## src/sv/clni_pkg.sv

```systemverilog
// Shared types and codes for the character LCD nibble interface.
// No dependencies; every other file imports this package.
`timescale 1ns / 1ps

package clni_pkg;

   // Operation codes carried on the request cmd field
   typedef enum logic [4:0] {
      CMD_INIT       = 5'd0,
      CMD_CLEAR      = 5'd1,
      CMD_HOME       = 5'd2,
      CMD_CURSOR     = 5'd3,
      CMD_DISP_OFF   = 5'd4,
      CMD_DISP_ON    = 5'd5,
      CMD_CURS_OFF   = 5'd6,
      CMD_CURS_ON    = 5'd7,
      CMD_BLINK_OFF  = 5'd8,
      CMD_BLINK_ON   = 5'd9,
      CMD_SCROLL_L   = 5'd10,
      CMD_SCROLL_R   = 5'd11,
      CMD_ENTRY_LTR  = 5'd12,
      CMD_ENTRY_RTL  = 5'd13,
      CMD_AUTO_ON    = 5'd14,
      CMD_AUTO_OFF   = 5'd15,
      CMD_CHAR       = 5'd16,
      CMD_GLYPH_ADDR = 5'd17
   } cmd_type;

   localparam int unsigned MAX_ROWS_DEFAULT = 4;
   localparam int unsigned LINES_WIDTH      = 3;
   localparam logic [LINES_WIDTH-1:0] LINES_RESET = 3'd1;

   // Controller to datapath
   typedef struct packed {
      logic capture;  // latch the request word and update the flags
      logic load;     // move the current strobe into the output register
   } clni_ctl_type;

   // Datapath to controller
   typedef struct packed {
      logic cmd_known;  // request cmd decodes to a real operation
      logic last;       // current strobe is the final one of the word
   } clni_sts_type;

endpackage

```

## src/sv/clni_ctrl.sv

```systemverilog
// Controller FSM for the character LCD nibble interface.
// Depends on clni_pkg; drives clni_dpath through clni_ctl_type.
`timescale 1ns / 1ps

module clni_ctrl
   import clni_pkg::*;
(
   input  logic         clock,
   input  logic         reset,
   input  logic         req_valid,
   output logic         req_ready,
   output logic         rsp_valid,
   input  logic         rsp_ready,
   input  clni_sts_type sts,
   output clni_ctl_type ctl
);

   typedef enum logic [1:0] {
      ST_IDLE = 2'b01,
      ST_EMIT = 2'b10
   } state_type;

   state_type state_ff, state_in;
   logic      rsp_valid_ff, rsp_valid_in;
   logic      slot_free;

   assign slot_free = !rsp_valid_ff || rsp_ready;
   assign req_ready = (state_ff == ST_IDLE);
   assign rsp_valid = rsp_valid_ff;

   always_comb begin
      state_in     = state_ff;
      rsp_valid_in = rsp_valid_ff && !rsp_ready;
      ctl          = '0;
      unique case (state_ff)
         ST_IDLE: begin
            if (req_valid && sts.cmd_known) begin
               ctl.capture = 1'b1;
               state_in    = ST_EMIT;
            end
         end
         ST_EMIT: begin
            // advance only when the output slot is empty or draining
            if (slot_free) begin
               ctl.load     = 1'b1;
               rsp_valid_in = 1'b1;
               if (sts.last) state_in = ST_IDLE;
            end
         end
         default: state_in = ST_IDLE;
      endcase
   end

   always_ff @(posedge clock) begin
      if (reset) begin
         state_ff     <= ST_IDLE;
         rsp_valid_ff <= 1'b0;
      end else begin
         state_ff     <= state_in;
         rsp_valid_ff <= rsp_valid_in;
      end
   end

endmodule

```

## src/sv/clni_dpath.sv

```systemverilog
// Datapath for the character LCD nibble interface: flags, byte build,
// strobe counter and output register. Depends on clni_pkg.
`timescale 1ns / 1ps

module clni_dpath
   import clni_pkg::*;
#(
   parameter int unsigned MAX_ROWS = MAX_ROWS_DEFAULT
) (
   input  logic                   clock,
   input  logic                   reset,
   input  logic [4:0]             req_cmd,
   input  logic [7:0]             req_value,
   input  logic [7:0]             req_row,
   input  logic                   csr_write,
   input  logic [LINES_WIDTH-1:0] csr_wdata,
   input  clni_ctl_type           ctl,
   output clni_sts_type           sts,
   output logic                   rsp_reg_select,
   output logic [3:0]             rsp_nibble,
   output logic                   rsp_settle_after,
   output logic                   rsp_last
);

   localparam logic [7:0] RowMax      = 8'(MAX_ROWS - 1);
   localparam logic [3:0] InitLastIdx = 4'd11;

   localparam logic [7:0] ByteClear   = 8'h01;
   localparam logic [7:0] ByteHome    = 8'h02;
   localparam logic [7:0] ByteEntry   = 8'h04;
   localparam logic [7:0] ByteDisplay = 8'h08;
   localparam logic [7:0] ByteScrollL = 8'h18;
   localparam logic [7:0] ByteScrollR = 8'h1C;
   localparam logic [7:0] ByteCgram   = 8'h40;
   localparam logic [7:0] ByteDdram   = 8'h80;

   typedef struct packed {
      logic       reg_select;
      logic [3:0] nibble;
      logic       settle;
      logic       last;
   } strobe_type;

   function automatic logic [7:0] row_base(input logic [1:0] r);
      logic [7:0] b;
      unique case (r)
         2'd0:    b = 8'd0;
         2'd1:    b = 8'd64;
         2'd2:    b = 8'd16;
         default: b = 8'd80;
      endcase
      return b;
   endfunction

   // Power-up sequence: wake nibbles, 4-bit switch, then four full bytes
   function automatic strobe_type init_strobe(input logic [3:0] idx);
      strobe_type s;
      s = '0;
      unique case (idx)
         4'd0, 4'd1, 4'd2: begin s.nibble = 4'h3; s.settle = 1'b1; end
         4'd3, 4'd4:       s.nibble = 4'h2;
         4'd7:             s.nibble = 4'hC;
         4'd9:             begin s.nibble = 4'h1; s.settle = 1'b1; end
         4'd11:            begin s.nibble = 4'h6; s.last = 1'b1; end
         default:          s.nibble = 4'h0;
      endcase
      return s;
   endfunction

   logic [LINES_WIDTH-1:0] lines_ff;
   logic [2:0]             dflags_ff, dflags_in;
   logic [1:0]             eflags_ff, eflags_in;
   logic [7:0]             byte_ff, byte_in;
   logic                   rs_ff, rs_in;
   logic                   settle_ff, settle_in;
   logic                   init_ff, init_in;
   logic [3:0]             idx_ff;
   logic                   known;
   logic [LINES_WIDTH-1:0] lines_eff;
   logic [7:0]             row_cap;
   logic [6:0]             cursor_addr;
   strobe_type             cur;

   // Clamp the cursor row, then form the display RAM address
   always_comb begin
      lines_eff = (lines_ff == '0) ? LINES_WIDTH'(1) : lines_ff;
      row_cap   = (req_row > RowMax) ? RowMax : req_row;
      if (row_cap >= 8'(lines_eff)) row_cap = 8'(lines_eff) - 8'd1;
      cursor_addr = 7'(req_value + row_base(row_cap[1:0]));
   end

   always_comb begin
      dflags_in = dflags_ff;
      eflags_in = eflags_ff;
      byte_in   = 8'h00;
      rs_in     = 1'b0;
      settle_in = 1'b0;
      init_in   = 1'b0;
      known     = 1'b1;
      unique case (req_cmd)
         CMD_INIT: begin
            init_in   = 1'b1;
            dflags_in = 3'b100;
            eflags_in = 2'b10;
         end
         CMD_CLEAR:    begin byte_in = ByteClear; settle_in = 1'b1; end
         CMD_HOME:     begin byte_in = ByteHome;  settle_in = 1'b1; end
         CMD_CURSOR:   byte_in = ByteDdram | {1'b0, cursor_addr};
         CMD_DISP_OFF: dflags_in = dflags_ff & 3'b011;
         CMD_DISP_ON:  dflags_in = dflags_ff | 3'b100;
         CMD_CURS_OFF: dflags_in = dflags_ff & 3'b101;
         CMD_CURS_ON:  dflags_in = dflags_ff | 3'b010;
         CMD_BLINK_OFF: dflags_in = dflags_ff & 3'b110;
         CMD_BLINK_ON: dflags_in = dflags_ff | 3'b001;
         CMD_SCROLL_L: byte_in = ByteScrollL;
         CMD_SCROLL_R: byte_in = ByteScrollR;
         CMD_ENTRY_LTR: eflags_in = eflags_ff | 2'b10;
         CMD_ENTRY_RTL: eflags_in = eflags_ff & 2'b01;
         CMD_AUTO_ON:  eflags_in = eflags_ff | 2'b01;
         CMD_AUTO_OFF: eflags_in = eflags_ff & 2'b10;
         CMD_CHAR:     begin byte_in = req_value; rs_in = 1'b1; end
         CMD_GLYPH_ADDR: byte_in = ByteCgram | {2'b00, req_value[2:0], 3'b000};
         default:      known = 1'b0;
      endcase
      // display and entry commands re-send the whole control byte
      if (req_cmd >= CMD_DISP_OFF && req_cmd <= CMD_BLINK_ON)
         byte_in = ByteDisplay | {5'b0, dflags_in};
      if (req_cmd >= CMD_ENTRY_LTR && req_cmd <= CMD_AUTO_OFF)
         byte_in = ByteEntry | {6'b0, eflags_in};
   end

   always_comb begin
      if (init_ff) begin
         cur = init_strobe(idx_ff);
      end else begin
         cur.reg_select = rs_ff;
         cur.nibble     = idx_ff[0] ? byte_ff[3:0] : byte_ff[7:4];
         cur.settle     = idx_ff[0] && settle_ff;
         cur.last       = idx_ff[0];
      end
   end

   assign sts.cmd_known = known;
   assign sts.last      = cur.last;

   always_ff @(posedge clock) begin
      if (reset) begin
         lines_ff  <= LINES_RESET;
         dflags_ff <= '0;
         eflags_ff <= '0;
         idx_ff    <= '0;
         init_ff   <= 1'b0;
      end else begin
         if (csr_write) lines_ff <= csr_wdata;
         if (ctl.capture) begin
            dflags_ff <= dflags_in;
            eflags_ff <= eflags_in;
            init_ff   <= init_in;
            idx_ff    <= '0;
         end else if (ctl.load && !(init_ff && idx_ff == InitLastIdx)) begin
            idx_ff <= idx_ff + 4'd1;
         end
      end
   end

   always_ff @(posedge clock) begin
      if (ctl.capture) begin
         byte_ff   <= byte_in;
         rs_ff     <= rs_in;
         settle_ff <= settle_in;
      end
      if (ctl.load) begin
         rsp_reg_select   <= cur.reg_select;
         rsp_nibble       <= cur.nibble;
         rsp_settle_after <= cur.settle;
         rsp_last         <= cur.last;
      end
   end

endmodule

```

## src/sv/char_lcd_nibble_interface_unit.sv

```systemverilog
// Top level of the character LCD nibble interface.
// Depends on clni_pkg, clni_ctrl and clni_dpath.
`timescale 1ns / 1ps
//
// Usage
//   req channel: one operation word per handshake (cmd, value, row).
//   rsp channel: one enable strobe per word delivered (reg_select, nibble,
//     settle_after, last); last marks the final strobe of an operation.
//   csr channel: writes lines_in_use; always ready, write only while idle.
// Sequence
//   A byte-sized operation is first accepted, then each nibble goes out in turn
//   through the output register. Init sends twelve strobes. The output register
//   takes one strobe per cycle while the receiver is ready and holds otherwise;
//   a new operation is taken once the final strobe of the previous one is
//   loaded, even while that strobe still waits.
//   Unknown cmd codes are accepted and produce nothing.
// Reset
//   Synchronous, active high: flags clear, lines_in_use returns to 1, the
//   output register empties. When the receiver stalls, the current strobe
//   holds and the sequencer waits.

module char_lcd_nibble_interface_unit
   import clni_pkg::*;
#(
   parameter int unsigned MAX_ROWS = MAX_ROWS_DEFAULT
) (
   input  logic                   clock,
   input  logic                   reset,
   input  logic                   req_valid,
   output logic                   req_ready,
   input  logic [4:0]             req_cmd,
   input  logic [7:0]             req_value,
   input  logic [7:0]             req_row,
   output logic                   rsp_valid,
   input  logic                   rsp_ready,
   output logic                   rsp_reg_select,
   output logic [3:0]             rsp_nibble,
   output logic                   rsp_settle_after,
   output logic                   rsp_last,
   input  logic                   csr_valid,
   output logic                   csr_ready,
   input  logic [LINES_WIDTH-1:0] csr_wdata
);

   clni_ctl_type ctl;
   clni_sts_type sts;

   // The single register is a plain flop: take every write at once
   assign csr_ready = 1'b1;

   clni_ctrl u_ctrl (
      .clock     (clock),
      .reset     (reset),
      .req_valid (req_valid),
      .req_ready (req_ready),
      .rsp_valid (rsp_valid),
      .rsp_ready (rsp_ready),
      .sts       (sts),
      .ctl       (ctl)
   );

   clni_dpath #(
      .MAX_ROWS (MAX_ROWS)
   ) u_dpath (
      .clock            (clock),
      .reset            (reset),
      .req_cmd          (req_cmd),
      .req_value        (req_value),
      .req_row          (req_row),
      .csr_write        (csr_valid && csr_ready),
      .csr_wdata        (csr_wdata),
      .ctl              (ctl),
      .sts              (sts),
      .rsp_reg_select   (rsp_reg_select),
      .rsp_nibble       (rsp_nibble),
      .rsp_settle_after (rsp_settle_after),
      .rsp_last         (rsp_last)
   );

endmodule

```

## config.mk

```make
export PLATFORM = sky130hd
export DESIGN_NAME = char_lcd_nibble_interface_unit
export DESIGN_NICKNAME = d
export VERILOG_FILES = /design/src/sv/clni_pkg.sv /design/src/sv/clni_ctrl.sv /design/src/sv/clni_dpath.sv /design/src/sv/char_lcd_nibble_interface_unit.sv
export SDC_FILE = /design/constraint.sdc
export NUM_CORES = 1
export LEC_CHECK = 0
export BUFFER_PORTS_ARGS = -buffer_cell sky130_fd_sc_hd__buf_2
export CAP_MARGIN = 5
export CORE_UTILIZATION = 50
export CTS_CLUSTER_DIAMETER = 200
export DETAILED_ROUTE_END_ITERATION = 8
export PLACE_DENSITY = 0.73
export SETUP_SLACK_MARGIN = 0.1
export SLEW_MARGIN = 15
export SYNTH_ARGS = -nofsm -noshare
export SYNTH_HDL_FRONTEND = slang
export SYNTH_HIERARCHICAL = 1
export SYNTH_SLANG_ARGS = --single-unit
```

## constraint.sdc

```tcl
create_clock -name clock -period 4 [get_ports clock]
set_clock_uncertainty 0.2 [all_clocks]
set_input_delay 0.6 -clock clock [delete_from_list [all_inputs] [get_ports clock]]
set_output_delay 0.6 -clock clock [all_outputs]
set_load 0.05 [all_outputs]
```

==> flow_summary.toml <==
[global_route]
antenna_found_initial = 0
grt_pass1_wl_um = 6580
grt_usage_pct = 20.2
grt_max_degree = 22
grt_pass1_vias = 1470
grt_overflow_total = 0

[timing]
rsz0062_at_grt = "false"
fmax_mhz = 345
finalCritPeriodShare_pct = 72.5
hold_ws_ns = 0.267
fin_ws_ns = 1.10
relSlewSlack_pct = 47.3
tightest_slew_ns = 0.789
hold_violations = 0
setup_viol = 0
finalMaxSlewViolations = 0
tns_ns = 0
period_needed_ns = 2.90

[cts]
root_buffer = "clkbuf_8"
hold_buffers = 0
cts_resized = 0
cts_tree = "yes"
cts_buffers = 5
clk_pin_slew_ns = 0.06
clock_path_buffers = 2
post_cts_buffers = 0
cts_max_level = 2
clock-sinks = 33
clock_latency_ns = 0.28

[detailed_routing]
post-route-drc-count = 0
first_pass_iters = 4
routed_wl_um = 3760
ant_nets = 0
drt-initial-drc-count = 103
vias = 1631
viasPerCell = 5.55
wl_per_cell_um = 12.8

[critical_path]
crit_arrival_ns = 2.74
worstSetupPathType = "input port to register"
cp_slowest_cell = "nor4_2"
cp-start-kind = "input port"
worstPathCellList = "buf_2, nor4_2, and3b_2, ha_1, nor2b_1, o21ai_2, nor2_1, a21oi_1, ha_1, ha_1, xor2_1, o21bai_1, a211o_1"
cp_top_family = "simple AND/OR/NAND/NOR gates"
cp.buffers_inverters = 1
r2r_cells = 11
critical_path_depth = 13
cp.required_ns = 3.84
crit_top_cell = "ha_1"
path_max_fanout = 3
endpoint_kind = "register"
slowest_delay_ns = 0.28

[die]
die_area_mm2 = 0.00425
rows = 22
initial_core_util_pct = 53.4
die_w_um = 65.2
die-height_um = 65.2
num_io_pins = 39
coreArea_mm2 = 0.00374

[yosys]
yosysWarningCount = 6
synthTopCellsByArea = "edfxtp_1 26%, dfxtp_1 16%, ha_1 5.6%"
synth_top_cell_area_share_pct = 25.5
avgSynthCellArea_um2 = 9.21
synth_fp_nets = 255
synth-seq-cells = 33
mappedNetlistArea_mm2 = 0.00200
syn_inst = 217
async_flop_share_pct = 0
synth_common_cells = "26 x nor2_1, 17 x a21oi_1, 17 x edfxtp_1"
synth_edf_count = 17
ys_seq_area_share_pct = 41.6
yosys_most_used_dff = "edfxtp_1"
synth_largest_area_cell = "edfxtp_1"
synth.most_common_cell = "nor2_1"
synth_cell_types = 47

[placed_design]
numPortBuffers = 37
place_ws_ns = 0.781
hpwl_um = 2710
finalWeightedCongestion = 0.818

[power]
power.density_mw_per_mm2 = 331
vdd_drop_max_uv = 178
p_leak_nw = 0.922

[min_path]
hold_class = "register to register"
holdPathStages = 2

[status]
status = "finished, final reports clean"

[job]
cap_violations = 0

[finish]
drive_gt1_share_pct = 20.7
nFillCells = 360
syn2layout_area_growth_pct = 12.9
antenna_cells = 0
fin_nets = 283
## through the flow
step | util [%] | cell area, µm² | std cells | power, mW
2_1_floorplan | - | 2000 | 217 | 0.455
3_3_place_gp | 57.6 | 2150 | 286 | 0.481
3_5_place_dp | 57.6 | 2150 | 286 | 0.483
4_1_cts | 60.3 | 2260 | 294 | 0.759
5_1_grt | 60.3 | 2260 | 294 | 0.785
6_report | 60.3 | 2260 | 294 | 0.747
## registers in the layout, summed over array words and instances (netlist names)
| signal | count |
|---|---|
| u_dpath/idx_ff | 4 |
| u_dpath/lines_ff | 3 |
| u_dpath/byte_ff | 8 |
| u_dpath/rsp_reg_select | 1 |
| u_dpath/dflags_ff | 3 |
| u_dpath/eflags_ff | 2 |
| u_ctrl/rsp_valid | 1 |
| u_dpath/settle_ff | 1 |
| u_dpath/rs_ff | 1 |
| u_dpath/rsp_settle_after | 1 |
| u_dpath/init_ff | 1 |
| u_dpath/rsp_nibble | 4 |
| u_ctrl/state_ff | 2 |
| u_dpath/rsp_last | 1 |
## where the power goes
| part | leakage (nW) | internal, mW | switching (mW) |
|---|---|---|---|
| combinational | 0.582 | 0.0409 | 0.0613 |
| sequential | 0.286 | 0.368 | 0.00584 |
| clock | 0.0542 | 0.155 | 0.116 |
## final cells by class
cell class | instances | area [µm²] | area share, %
clock buffer | 7 | 96.3 | 4.27
inverter | 7 | 26.3 | 1.16
timing repair buffer | 37 | 185 | 8.21
multi-input combinational | 161 | 1050 | 46.6
sequential | 33 | 831 | 36.8
clock inverter | 1 | 5.00 | 0.222
tap | 48 | 60.1 | 2.66
## kinds of logic (layout without fill, tap and decap cells)
family / count (synthesis) / in the layout / synth area share (%)
DFF: 33 / 33 / 41.6
muxes: 11 / 11 / 5.51
xor gates and xnor gates: 7 / 7 / 3.07
and+or+nand+nor: 80 / 80 / 20.9
buffers and inverters: 23 / 52 / 5.76
other: 2 / 2 / 0.376
AOI/OAI and AO/OA: 52 / 52 / 17.2
adders and majority gates: 9 / 9 / 5.64
## layout by cell type (no fill, tap or decap), drive strengths merged, types with 2 or more instances in the layout
cell and n:
buf 37, nor2 26, a21oi 17, edfxtp 17
dfxtp 16, nand2 14, mux2i 11, nor2b 10
o21ai 10, ha 9, clkbuf 7, inv 7
nand3 5, nor3 5, and3 5, nand2b 4
a31oi 4, xor2 4, o211ai 3, xnor2 3
o21bai 3, conb 2, nand3b 2, o41ai 2
nand4 2, o22ai 2, a211o 2, a22oi 2
nor4 2
## tightest hold or removal path: stages, from the launching register on
cell and delay, ns:
dfxtp_1 0.31, nand2_1 0.06, a21oi_1 0.05
## final timing paths
path	end	slack [ns]	from
max	u_dpath/byte_ff[6]$_SDFFCE_PP0P_	1.10	req_row[7]
min	u_dpath/dflags_ff[1]$_SDFFE_PP0P_	0.27	u_dpath/dflags_ff[1]$_SDFFE_PP0P_
max reg2reg	u_dpath/byte_ff[6]$_SDFFCE_PP0P_	1.44	u_dpath/lines_ff[1]$_SDFFE_PP0P_
min reg2reg	u_dpath/dflags_ff[1]$_SDFFE_PP0P_	0.27	u_dpath/dflags_ff[1]$_SDFFE_PP0P_
## layer usage
metal | GRT usage [%] | part of all wire [%] | wire length [µm]
met3 | 5.56 | 6.4 | 242
met5 | 0 | 0 | 0
met1 | 27.2 | 46 | 1750
met2 | 30.4 | 46 | 1730
met4 | 7.88 | 1.0 | 39
No activity file was read; power rests on OpenSTA's default activity.
